[config.mk]
export PLATFORM = sky130hd
export DESIGN_NAME = periodic_task_dispatcher_flat
export DESIGN_NICKNAME = d
export VERILOG_FILES = /design/src/hw/rtl/ptd_pkg.sv /design/src/hw/rtl/ptd_req_if.sv /design/src/hw/rtl/ptd_rsp_if.sv /design/src/hw/rtl/periodic_task_dispatcher.sv /design/src/flat_wrapper.sv
export SDC_FILE = /design/constraint.sdc
export NUM_CORES = 1
export LEC_CHECK = 0
export BUFFER_PORTS_ARGS = -buffer_cell sky130_fd_sc_hd__buf_2
export CORE_MARGIN = 2
export CORE_UTILIZATION = 45
export CTS_CLUSTER_SIZE = 14
export DETAILED_ROUTE_END_ITERATION = 8
export MAX_ROUTING_LAYER = met4
export PLACE_DENSITY = 0.7
export SYNTH_ARGS = -nofsm -noshare
export SYNTH_HDL_FRONTEND = slang
export SYNTH_SLANG_ARGS = --single-unit
[constraint.sdc]
create_clock -name clk -period 2.8 [get_ports clk]
set_clock_uncertainty 0.1 [all_clocks]
set_input_delay 0.7 -clock clk [delete_from_list [all_inputs] [get_ports clk]]
set_output_delay 0.7 -clock clk [all_outputs]
set_load 0.01 [all_outputs]
[src/hw/rtl/ptd_pkg.sv]
package ptd_pkg;

    localparam int PERIOD_W    = 16;
    localparam int MAX_RESULTS = 8;
    localparam int FOUND_W     = 4;
    localparam int TIDX_W      = 3;
    localparam int BITCNT_W    = 4;

    typedef enum logic [2:0] {
        OP_CREATE  = 3'd0,
        OP_DELETE  = 3'd1,
        OP_SUSPEND = 3'd2,
        OP_RESUME  = 3'd3,
        OP_TICK    = 3'd4
    } opcode_t;

    typedef enum logic [1:0] {
        KIND_STATUS   = 2'd0,
        KIND_DISPATCH = 2'd1,
        KIND_NONE_DUE = 2'd2
    } kind_t;

    typedef enum logic [1:0] {
        ST_OK       = 2'd0,
        ST_RANGE    = 2'd1,
        ST_OCCUPIED = 2'd2
    } status_t;

    typedef enum logic [2:0] {
        S_IDLE,
        S_READ,
        S_DIV,
        S_EVAL,
        S_NEXT,
        S_PUSH
    } state_t;

    typedef struct packed {
        kind_t              kind;
        logic [TIDX_W-1:0]  task_index;
        status_t            status;
        logic               last;
    } result_t;

endpackage

[src/hw/rtl/ptd_req_if.sv]
interface ptd_req_if;
    logic        valid;
    logic        ready;
    logic [2:0]  opcode;
    logic [7:0]  slot;
    logic [15:0] period;

    modport source (output valid, output opcode, output slot, output period, input ready);
    modport sink   (input valid, input opcode, input slot, input period, output ready);
endinterface

[src/hw/rtl/ptd_rsp_if.sv]
interface ptd_rsp_if;
    logic       valid;
    logic       ready;
    logic [1:0] kind;
    logic [2:0] task_index;
    logic [1:0] status;
    logic       last;

    modport source (output valid, output kind, output task_index, output status, output last,
                    input ready);
    modport sink   (input valid, input kind, input task_index, input status, input last,
                    output ready);
endinterface

[src/hw/rtl/periodic_task_dispatcher.sv]
// Periodic task dispatcher: a table of TASK_SLOTS task slots, slot 0 first.
// req carries one command per transaction: create, delete, suspend, resume
// or tick. rsp returns results; last marks the final result of a command.
// Management commands give one status result, held in res_reg and then the output register.
// A tick bumps the 16-bit tick counter and then scans the slots in order.
// Each valid, resumed slot takes a period memory read, a restoring remainder
// in the one shared subtract/compare unit, and an evaluate step; other slots
// take only the read and next-slot steps. Each result takes a push step, which
// waits while the output is stalled. Due slots come out as dispatch results
// (at most 8 per tick); with none due, one none-due result is sent.
// req.ready is high only while the sequencer is idle; one command at a time.
// rsp has an output register, so a command is accepted while the previous
// result still waits. If the receiver stalls, the sequencer holds the next
// result and waits; nothing is dropped.
// Reset clears all slot flags, the tick counter and the output register.
// The period memory needs no clearing: a slot's period is written on create
// before the slot can be valid.
module periodic_task_dispatcher
    import ptd_pkg::*;
#(
    parameter int TASK_SLOTS = 8
)
(
    input  logic       clk,
    input  logic       rst_n,
    ptd_req_if.sink    req,
    ptd_rsp_if.source  rsp
);

    localparam int SW = (TASK_SLOTS > 1) ? $clog2(TASK_SLOTS) : 1;
    localparam logic [7:0]    SLOTS8    = 8'(TASK_SLOTS);
    localparam logic [SW-1:0] LAST_SLOT = SW'(TASK_SLOTS - 1);

    state_t                 state_reg, state_next;
    logic [TASK_SLOTS-1:0]  valid_reg, valid_next;
    logic [TASK_SLOTS-1:0]  resumed_reg, resumed_next;
    logic [PERIOD_W-1:0]    tick_reg, tick_next;
    logic [SW-1:0]          scan_reg, scan_next;
    logic [FOUND_W-1:0]     found_reg, found_next;
    logic                   pend_valid_reg, pend_valid_next;
    logic [SW-1:0]          pend_idx_reg, pend_idx_next;
    logic [PERIOD_W-1:0]    rem_reg, rem_next;
    logic [PERIOD_W-1:0]    div_sh_reg, div_sh_next;
    logic [BITCNT_W-1:0]    bit_reg, bit_next;
    result_t                res_reg, res_next;
    result_t                out_reg, out_next;
    logic                   out_valid_reg, out_valid_next;

    logic [PERIOD_W-1:0]    period_mem [TASK_SLOTS];
    logic [PERIOD_W-1:0]    period_rd_reg;
    logic                   mem_we;

    logic [SW-1:0]          slot_idx;
    logic                   out_free;
    logic [PERIOD_W:0]      trial;
    logic [PERIOD_W:0]      trial_diff;
    logic                   due;

    assign slot_idx   = req.slot[SW-1:0];
    assign out_free   = !out_valid_reg || rsp.ready;
    assign trial      = {rem_reg, div_sh_reg[PERIOD_W-1]};
    assign trial_diff = trial - {1'b0, period_rd_reg};
    assign due        = (period_rd_reg != '0) && (rem_reg == '0);

    assign req.ready      = (state_reg == S_IDLE);
    assign rsp.valid      = out_valid_reg;
    assign rsp.kind       = out_reg.kind;
    assign rsp.task_index = out_reg.task_index;
    assign rsp.status     = out_reg.status;
    assign rsp.last       = out_reg.last;

    // period store: one write port (create), one registered read at the scan slot
    always_ff @(posedge clk)
    begin
        if (mem_we)
        begin
            period_mem[slot_idx] <= req.period;
        end
        period_rd_reg <= period_mem[scan_reg];
    end

    always_ff @(posedge clk or negedge rst_n)
    begin
        if (!rst_n)
        begin
            state_reg      <= S_IDLE;
            valid_reg      <= '0;
            resumed_reg    <= '0;
            tick_reg       <= '0;
            scan_reg       <= '0;
            found_reg      <= '0;
            pend_valid_reg <= 1'b0;
            pend_idx_reg   <= '0;
            rem_reg        <= '0;
            div_sh_reg     <= '0;
            bit_reg        <= '0;
            res_reg        <= '0;
            out_reg        <= '0;
            out_valid_reg  <= 1'b0;
        end
        else
        begin
            state_reg      <= state_next;
            valid_reg      <= valid_next;
            resumed_reg    <= resumed_next;
            tick_reg       <= tick_next;
            scan_reg       <= scan_next;
            found_reg      <= found_next;
            pend_valid_reg <= pend_valid_next;
            pend_idx_reg   <= pend_idx_next;
            rem_reg        <= rem_next;
            div_sh_reg     <= div_sh_next;
            bit_reg        <= bit_next;
            res_reg        <= res_next;
            out_reg        <= out_next;
            out_valid_reg  <= out_valid_next;
        end
    end

    always_comb
    begin
        state_next      = state_reg;
        valid_next      = valid_reg;
        resumed_next    = resumed_reg;
        tick_next       = tick_reg;
        scan_next       = scan_reg;
        found_next      = found_reg;
        pend_valid_next = pend_valid_reg;
        pend_idx_next   = pend_idx_reg;
        rem_next        = rem_reg;
        div_sh_next     = div_sh_reg;
        bit_next        = bit_reg;
        res_next        = res_reg;
        out_next        = out_reg;
        out_valid_next  = out_valid_reg;
        mem_we          = 1'b0;

        if (out_valid_reg && rsp.ready)
        begin
            out_valid_next = 1'b0;
        end

        unique case (state_reg)
            S_IDLE:
            begin
                if (req.valid)
                begin
                    res_next.kind       = KIND_STATUS;
                    res_next.task_index = req.slot[TIDX_W-1:0];
                    res_next.status     = ST_OK;
                    res_next.last       = 1'b1;
                    if (req.opcode == OP_TICK)
                    begin
                        tick_next       = tick_reg + 1'b1;
                        scan_next       = '0;
                        found_next      = '0;
                        pend_valid_next = 1'b0;
                        state_next      = S_READ;
                    end
                    else if (req.opcode > OP_TICK)
                    begin
                        state_next = S_IDLE;
                    end
                    else if (req.slot >= SLOTS8)
                    begin
                        res_next.status = ST_RANGE;
                        state_next      = S_PUSH;
                    end
                    else
                    begin
                        state_next = S_PUSH;
                        unique case (opcode_t'(req.opcode))
                            OP_CREATE:
                            begin
                                if (valid_reg[slot_idx])
                                begin
                                    res_next.status = ST_OCCUPIED;
                                end
                                else
                                begin
                                    valid_next[slot_idx]   = 1'b1;
                                    resumed_next[slot_idx] = 1'b1;
                                    mem_we                 = 1'b1;
                                end
                            end
                            OP_DELETE:  valid_next[slot_idx]   = 1'b0;
                            OP_SUSPEND: resumed_next[slot_idx] = 1'b0;
                            OP_RESUME:  resumed_next[slot_idx] = 1'b1;
                            default:    state_next = S_IDLE;
                        endcase
                    end
                end
            end

            S_READ:
            begin
                // period_rd_reg becomes valid for this slot on the next cycle
                if (valid_reg[scan_reg] && resumed_reg[scan_reg])
                begin
                    rem_next    = '0;
                    div_sh_next = tick_reg;
                    bit_next    = '0;
                    state_next  = S_DIV;
                end
                else
                begin
                    state_next = S_NEXT;
                end
            end

            S_DIV:
            begin
                // restoring remainder, one dividend bit per cycle
                if (trial >= {1'b0, period_rd_reg})
                begin
                    rem_next = trial_diff[PERIOD_W-1:0];
                end
                else
                begin
                    rem_next = trial[PERIOD_W-1:0];
                end
                div_sh_next = {div_sh_reg[PERIOD_W-2:0], 1'b0};
                bit_next    = bit_reg + 1'b1;
                if (bit_reg == BITCNT_W'(PERIOD_W - 1))
                begin
                    state_next = S_EVAL;
                end
            end

            S_EVAL:
            begin
                state_next = S_NEXT;
                if (due)
                begin
                    found_next      = found_reg + 1'b1;
                    pend_valid_next = 1'b1;
                    pend_idx_next   = scan_reg;
                    // earlier due slot is now known not to be the last one
                    if (pend_valid_reg)
                    begin
                        res_next.kind       = KIND_DISPATCH;
                        res_next.task_index = TIDX_W'(pend_idx_reg);
                        res_next.status     = ST_OK;
                        res_next.last       = 1'b0;
                        state_next          = S_PUSH;
                    end
                end
            end

            S_NEXT:
            begin
                if (scan_reg == LAST_SLOT || found_reg == FOUND_W'(MAX_RESULTS))
                begin
                    res_next.status = ST_OK;
                    res_next.last   = 1'b1;
                    if (pend_valid_reg)
                    begin
                        res_next.kind       = KIND_DISPATCH;
                        res_next.task_index = TIDX_W'(pend_idx_reg);
                    end
                    else
                    begin
                        res_next.kind       = KIND_NONE_DUE;
                        res_next.task_index = '0;
                    end
                    state_next = S_PUSH;
                end
                else
                begin
                    scan_next  = scan_reg + 1'b1;
                    state_next = S_READ;
                end
            end

            S_PUSH:
            begin
                if (out_free)
                begin
                    out_next       = res_reg;
                    out_valid_next = 1'b1;
                    state_next     = res_reg.last ? S_IDLE : S_NEXT;
                end
            end

            default:
            begin
                state_next = S_IDLE;
            end
        endcase
    end

    property p_tick_counts;
        @(posedge clk) disable iff (!rst_n)
        (req.valid && req.ready && req.opcode == OP_TICK)
            |=> (tick_reg == $past(tick_reg) + 1'b1);
    endproperty
    a_tick_counts: assert property (p_tick_counts)
        else $error("tick counter did not advance on tick");

    property p_found_bound;
        @(posedge clk) disable iff (!rst_n)
        found_reg <= FOUND_W'(MAX_RESULTS);
    endproperty
    a_found_bound: assert property (p_found_bound)
        else $error("more due slots found than results allowed");

    property p_none_due_last;
        @(posedge clk) disable iff (!rst_n)
        (rsp.valid && rsp.kind == KIND_NONE_DUE)
            |-> (rsp.last && rsp.task_index == '0 && rsp.status == ST_OK);
    endproperty
    a_none_due_last: assert property (p_none_due_last)
        else $error("malformed none-due result");

    property p_scan_pend;
        @(posedge clk) disable iff (!rst_n)
        (state_reg == S_EVAL && pend_valid_reg) |-> (pend_idx_reg < scan_reg);
    endproperty
    a_scan_pend: assert property (p_scan_pend)
        else $error("pending dispatch not ahead of scan position");

    property p_out_hold;
        @(posedge clk) disable iff (!rst_n)
        (rsp.valid && !rsp.ready) |=> (rsp.valid && $stable(out_reg));
    endproperty
    a_out_hold: assert property (p_out_hold)
        else $error("stalled result was overwritten");

endmodule

[src/flat_wrapper.sv]
// flat-port wrapper written by rule: the top's interface ports become plain ports
module periodic_task_dispatcher_flat import ptd_pkg::*;
#(
    parameter int TASK_SLOTS = 8
)
  (clk, rst_n, req_valid, req_opcode, req_slot, req_period, req_ready, rsp_valid, rsp_kind, rsp_task_index, rsp_status, rsp_last, rsp_ready);
  ptd_req_if req_i ();
  ptd_rsp_if rsp_i ();
  input  logic clk;
  input  logic rst_n;
  input wire logic [$bits(req_i.valid)-1:0] req_valid;
  input wire logic [$bits(req_i.opcode)-1:0] req_opcode;
  input wire logic [$bits(req_i.slot)-1:0] req_slot;
  input wire logic [$bits(req_i.period)-1:0] req_period;
  output wire logic [$bits(req_i.ready)-1:0] req_ready;
  output wire logic [$bits(rsp_i.valid)-1:0] rsp_valid;
  output wire logic [$bits(rsp_i.kind)-1:0] rsp_kind;
  output wire logic [$bits(rsp_i.task_index)-1:0] rsp_task_index;
  output wire logic [$bits(rsp_i.status)-1:0] rsp_status;
  output wire logic [$bits(rsp_i.last)-1:0] rsp_last;
  input wire logic [$bits(rsp_i.ready)-1:0] rsp_ready;
  assign req_i.valid = req_valid;
  assign req_i.opcode = req_opcode;
  assign req_i.slot = req_slot;
  assign req_i.period = req_period;
  assign req_ready = req_i.ready;
  assign rsp_valid = rsp_i.valid;
  assign rsp_kind = rsp_i.kind;
  assign rsp_task_index = rsp_i.task_index;
  assign rsp_status = rsp_i.status;
  assign rsp_last = rsp_i.last;
  assign rsp_i.ready = rsp_ready;
  periodic_task_dispatcher #(.TASK_SLOTS(TASK_SLOTS)) u_core (.clk(clk), .rst_n(rst_n), .req(req_i), .rsp(rsp_i));
endmodule
==> metrics <==
Chip Height 158 um; CORE AREA 23,400 um^2; layout cells sized above 1 24.4%; DR WL/cell 17.1 um; WP data required 3.16 ns; placed cell area 11,700 um^2; worst skew pair latency 0.54 ns; Setup crit end kind flop; antenna-violating nets left 0; CTS buffer count 24; Final Util 53.6%; fin cells 1,211; Iteration-0 DRC Markers 462; largest net degree at the start of global routing 51; first-pass GRT wire length 34,300 um; via count 6,482; post-DP HPWL 14,000 um; final slew viol count 0; Synth Net Count 851; root buffer cell clkbuf_16; Area growth syn-to-layout 17.0%; fin area 12,500 um^2; Reg clk slew, reported paths 0.06 ns; largest reg by FF count u_core.period_mem; Synth cell types 67; Hold Vio Cnt, Final 0; Startpoint Class flop; IR drop worst, VDD 0.585 mV; sequential share of the synthesized area 62.0%; Synth warnings 0; max cap viols 0; mapped cell area 10,700 um^2; placed cells 1,166; Filler cells 1,948; crit path time final 2.66 ns; Setup TNS 0 ns; Nets 930; share of synthesized registers carrying an async set or reset 40.7%; Seq cells post-synth 243; max FFs per register 128; slowest CP cell or4_1; CTS Buffer Depth 3; Initial Util 45.8%; critical-path cell list inv_1 -> ha_1 -> fa_2 -> nor2b_2 -> o2111ai_2 -> a21boi_2 -> a221oi_2 -> o21ai_1 -> a31oi_1 -> or4_1 -> nand3_1; Power Density 760 nW/um^2; Die X 158 um; peak fanout along the critical path 3; worst rel slew slack 53.7%; Post-synth EDFFs 128; CP peak stage delay 0.41 ns; worst min path class in2reg; die area 25,100 um^2; Arr. time, crit path 3.02 ns; synth cell count leaders edfxtp_1 (128), dfrtp_1 (99), nand2_1 (95); Diodes inserted 0; syn avg cell area 13.4 um^2; standard-cell rows 56; H-tree Lvls 1; gr usage total 17.8%; Setup violations, final 0; CP Class reg2reg; Post-route DRC 0; count leader, synth edfxtp_1; CTS tree built; Least-Margin Pin Slew 0.693 ns; Leakage 5.06 nW; drt total wl 20,700 um; most area-hungry cell type in the Yosys netlist edfxtp_1; final period utilization 95.0%; clk sinks 243; share of the synthesized area in the top cell type 35.9%; status finished clean; Most used DFF post-synth edfxtp_1; I/O pins 41; vias in the first global route 6,530; Buffers on Ports 40; Post-Synthesis Cells 797; vias per cell 5.35; top post-synthesis cells by area edfxtp_1 (36%), dfrtp_1 (23%), mux4_2 (6.9%); initial antenna violation count 0; remaining global-route overflow 0; Achievable Freq 0.376 GHz; Routability Congestion 0.864; drt pass-1 iters 5
-- final timing paths --
check / slack [ns] / to / start / cells after the start
worst min register to register: 0.37 / u_core.tick_reg[15] / u_core.tick_reg[15] / 1
max in group asynchronous: 1.39 / u_core.tick_reg[4] / rst_n / 3
worst min-delay path: 0.34 / u_core.period_mem[3][4] / req_period[4] / 1
min in group asynchronous: 0.55 / u_core.rem_reg[9] / rst_n / 2
worst max register to register: 0.14 / u_core.rem_reg[14] / u_core.div_sh_reg[15] / 11
worst max-delay path: 0.14 / u_core.rem_reg[14] / u_core.div_sh_reg[15] / 11
-- power by group --
part | internal (mW) | total (mW) | switching, mW
logic | 1.08 | 2.20 | 1.13
registers | 4.03 | 4.26 | 0.226
clock network | 1.73 | 3.07 | 1.34
-- layout by cell type (no fill, tap or decap), types with 23 or more instances in the layout --
master / n
a21oi_1: 31
mux2_2: 27
edfxtp_1: 128
dfrtp_1: 98
mux4_2: 33
o21ai_1: 34
nand3_1: 23
buf_2: 39
inv_1: 25
nand2_1: 95
clkbuf_16: 24
nor2_1: 29
buf_4: 37
-- routing by layer --
metal / GRT usage (%) / wire, um / up-vias / part of all wire (%)
li1: - / - / 3116 / -
met1: 24.0 / 9350 / 3196 / 45
met2: 28.5 / 10100 / 135 / 49
met3: 2.42 / 780 / 35 / 3.8
met4: 5.19 / 504 / 0 / 2.4
met5: - / 0 / - / 0
-- metrics by stage --
step	hold WS (ns)	setup slack [ns]	power, mW
floorplan	0.304	-0.0912	5.90
global placement	0.366	0.0203	6.47
detailed placement	0.363	-0.0102	6.48
CTS	0.329	0.0140	9.58
global route	0.357	-0.0159	10.0
finish	0.341	0.139	9.53
-- worst max-delay path: cells and delay by family (launching register included) --
kind / cells / cell delay (ns)
adders and majority gates: 2 / 0.57
AOI/OAI and AO/OA: 5 / 0.82
and+or+nand+nor: 3 / 0.67
DFF: 1 / 0.38
buffers and inverters: 1 / 0.06
-- cell families after synthesis --
| kind of cell | synth area share (%) |
|---|---|
| mux | 12.8 |
| simple gates | 10.2 |
| buf+inv | 2.66 |
| flops | 62.0 |
| xor+xnor | 2.12 |
| compound gates | 7.45 |
| fa+ha+maj | 2.76 |
-- timing repair --
action | 4_1_cts | 5_1_grt
hold buffers | 1 | 0
setup buffers | 1 | 1
pin swaps | 2 | 2
resized for setup | 0 | 10
hold endpoints to repair | 6 | 0
setup endpoints to repair | 1 | 3
-- cell type report --
cell class	instances	area (um^2)	share of cell area, %
sequential	243	6640	53.0
timing repair buffer	88	703	5.61
clock inverter	11	109	0.868
tap	319	399	3.18
clock buffer	31	647	5.16
multi-input combinational	492	3940	31.4
inverter	27	101	0.808
(Power assumes the default switching activity.)
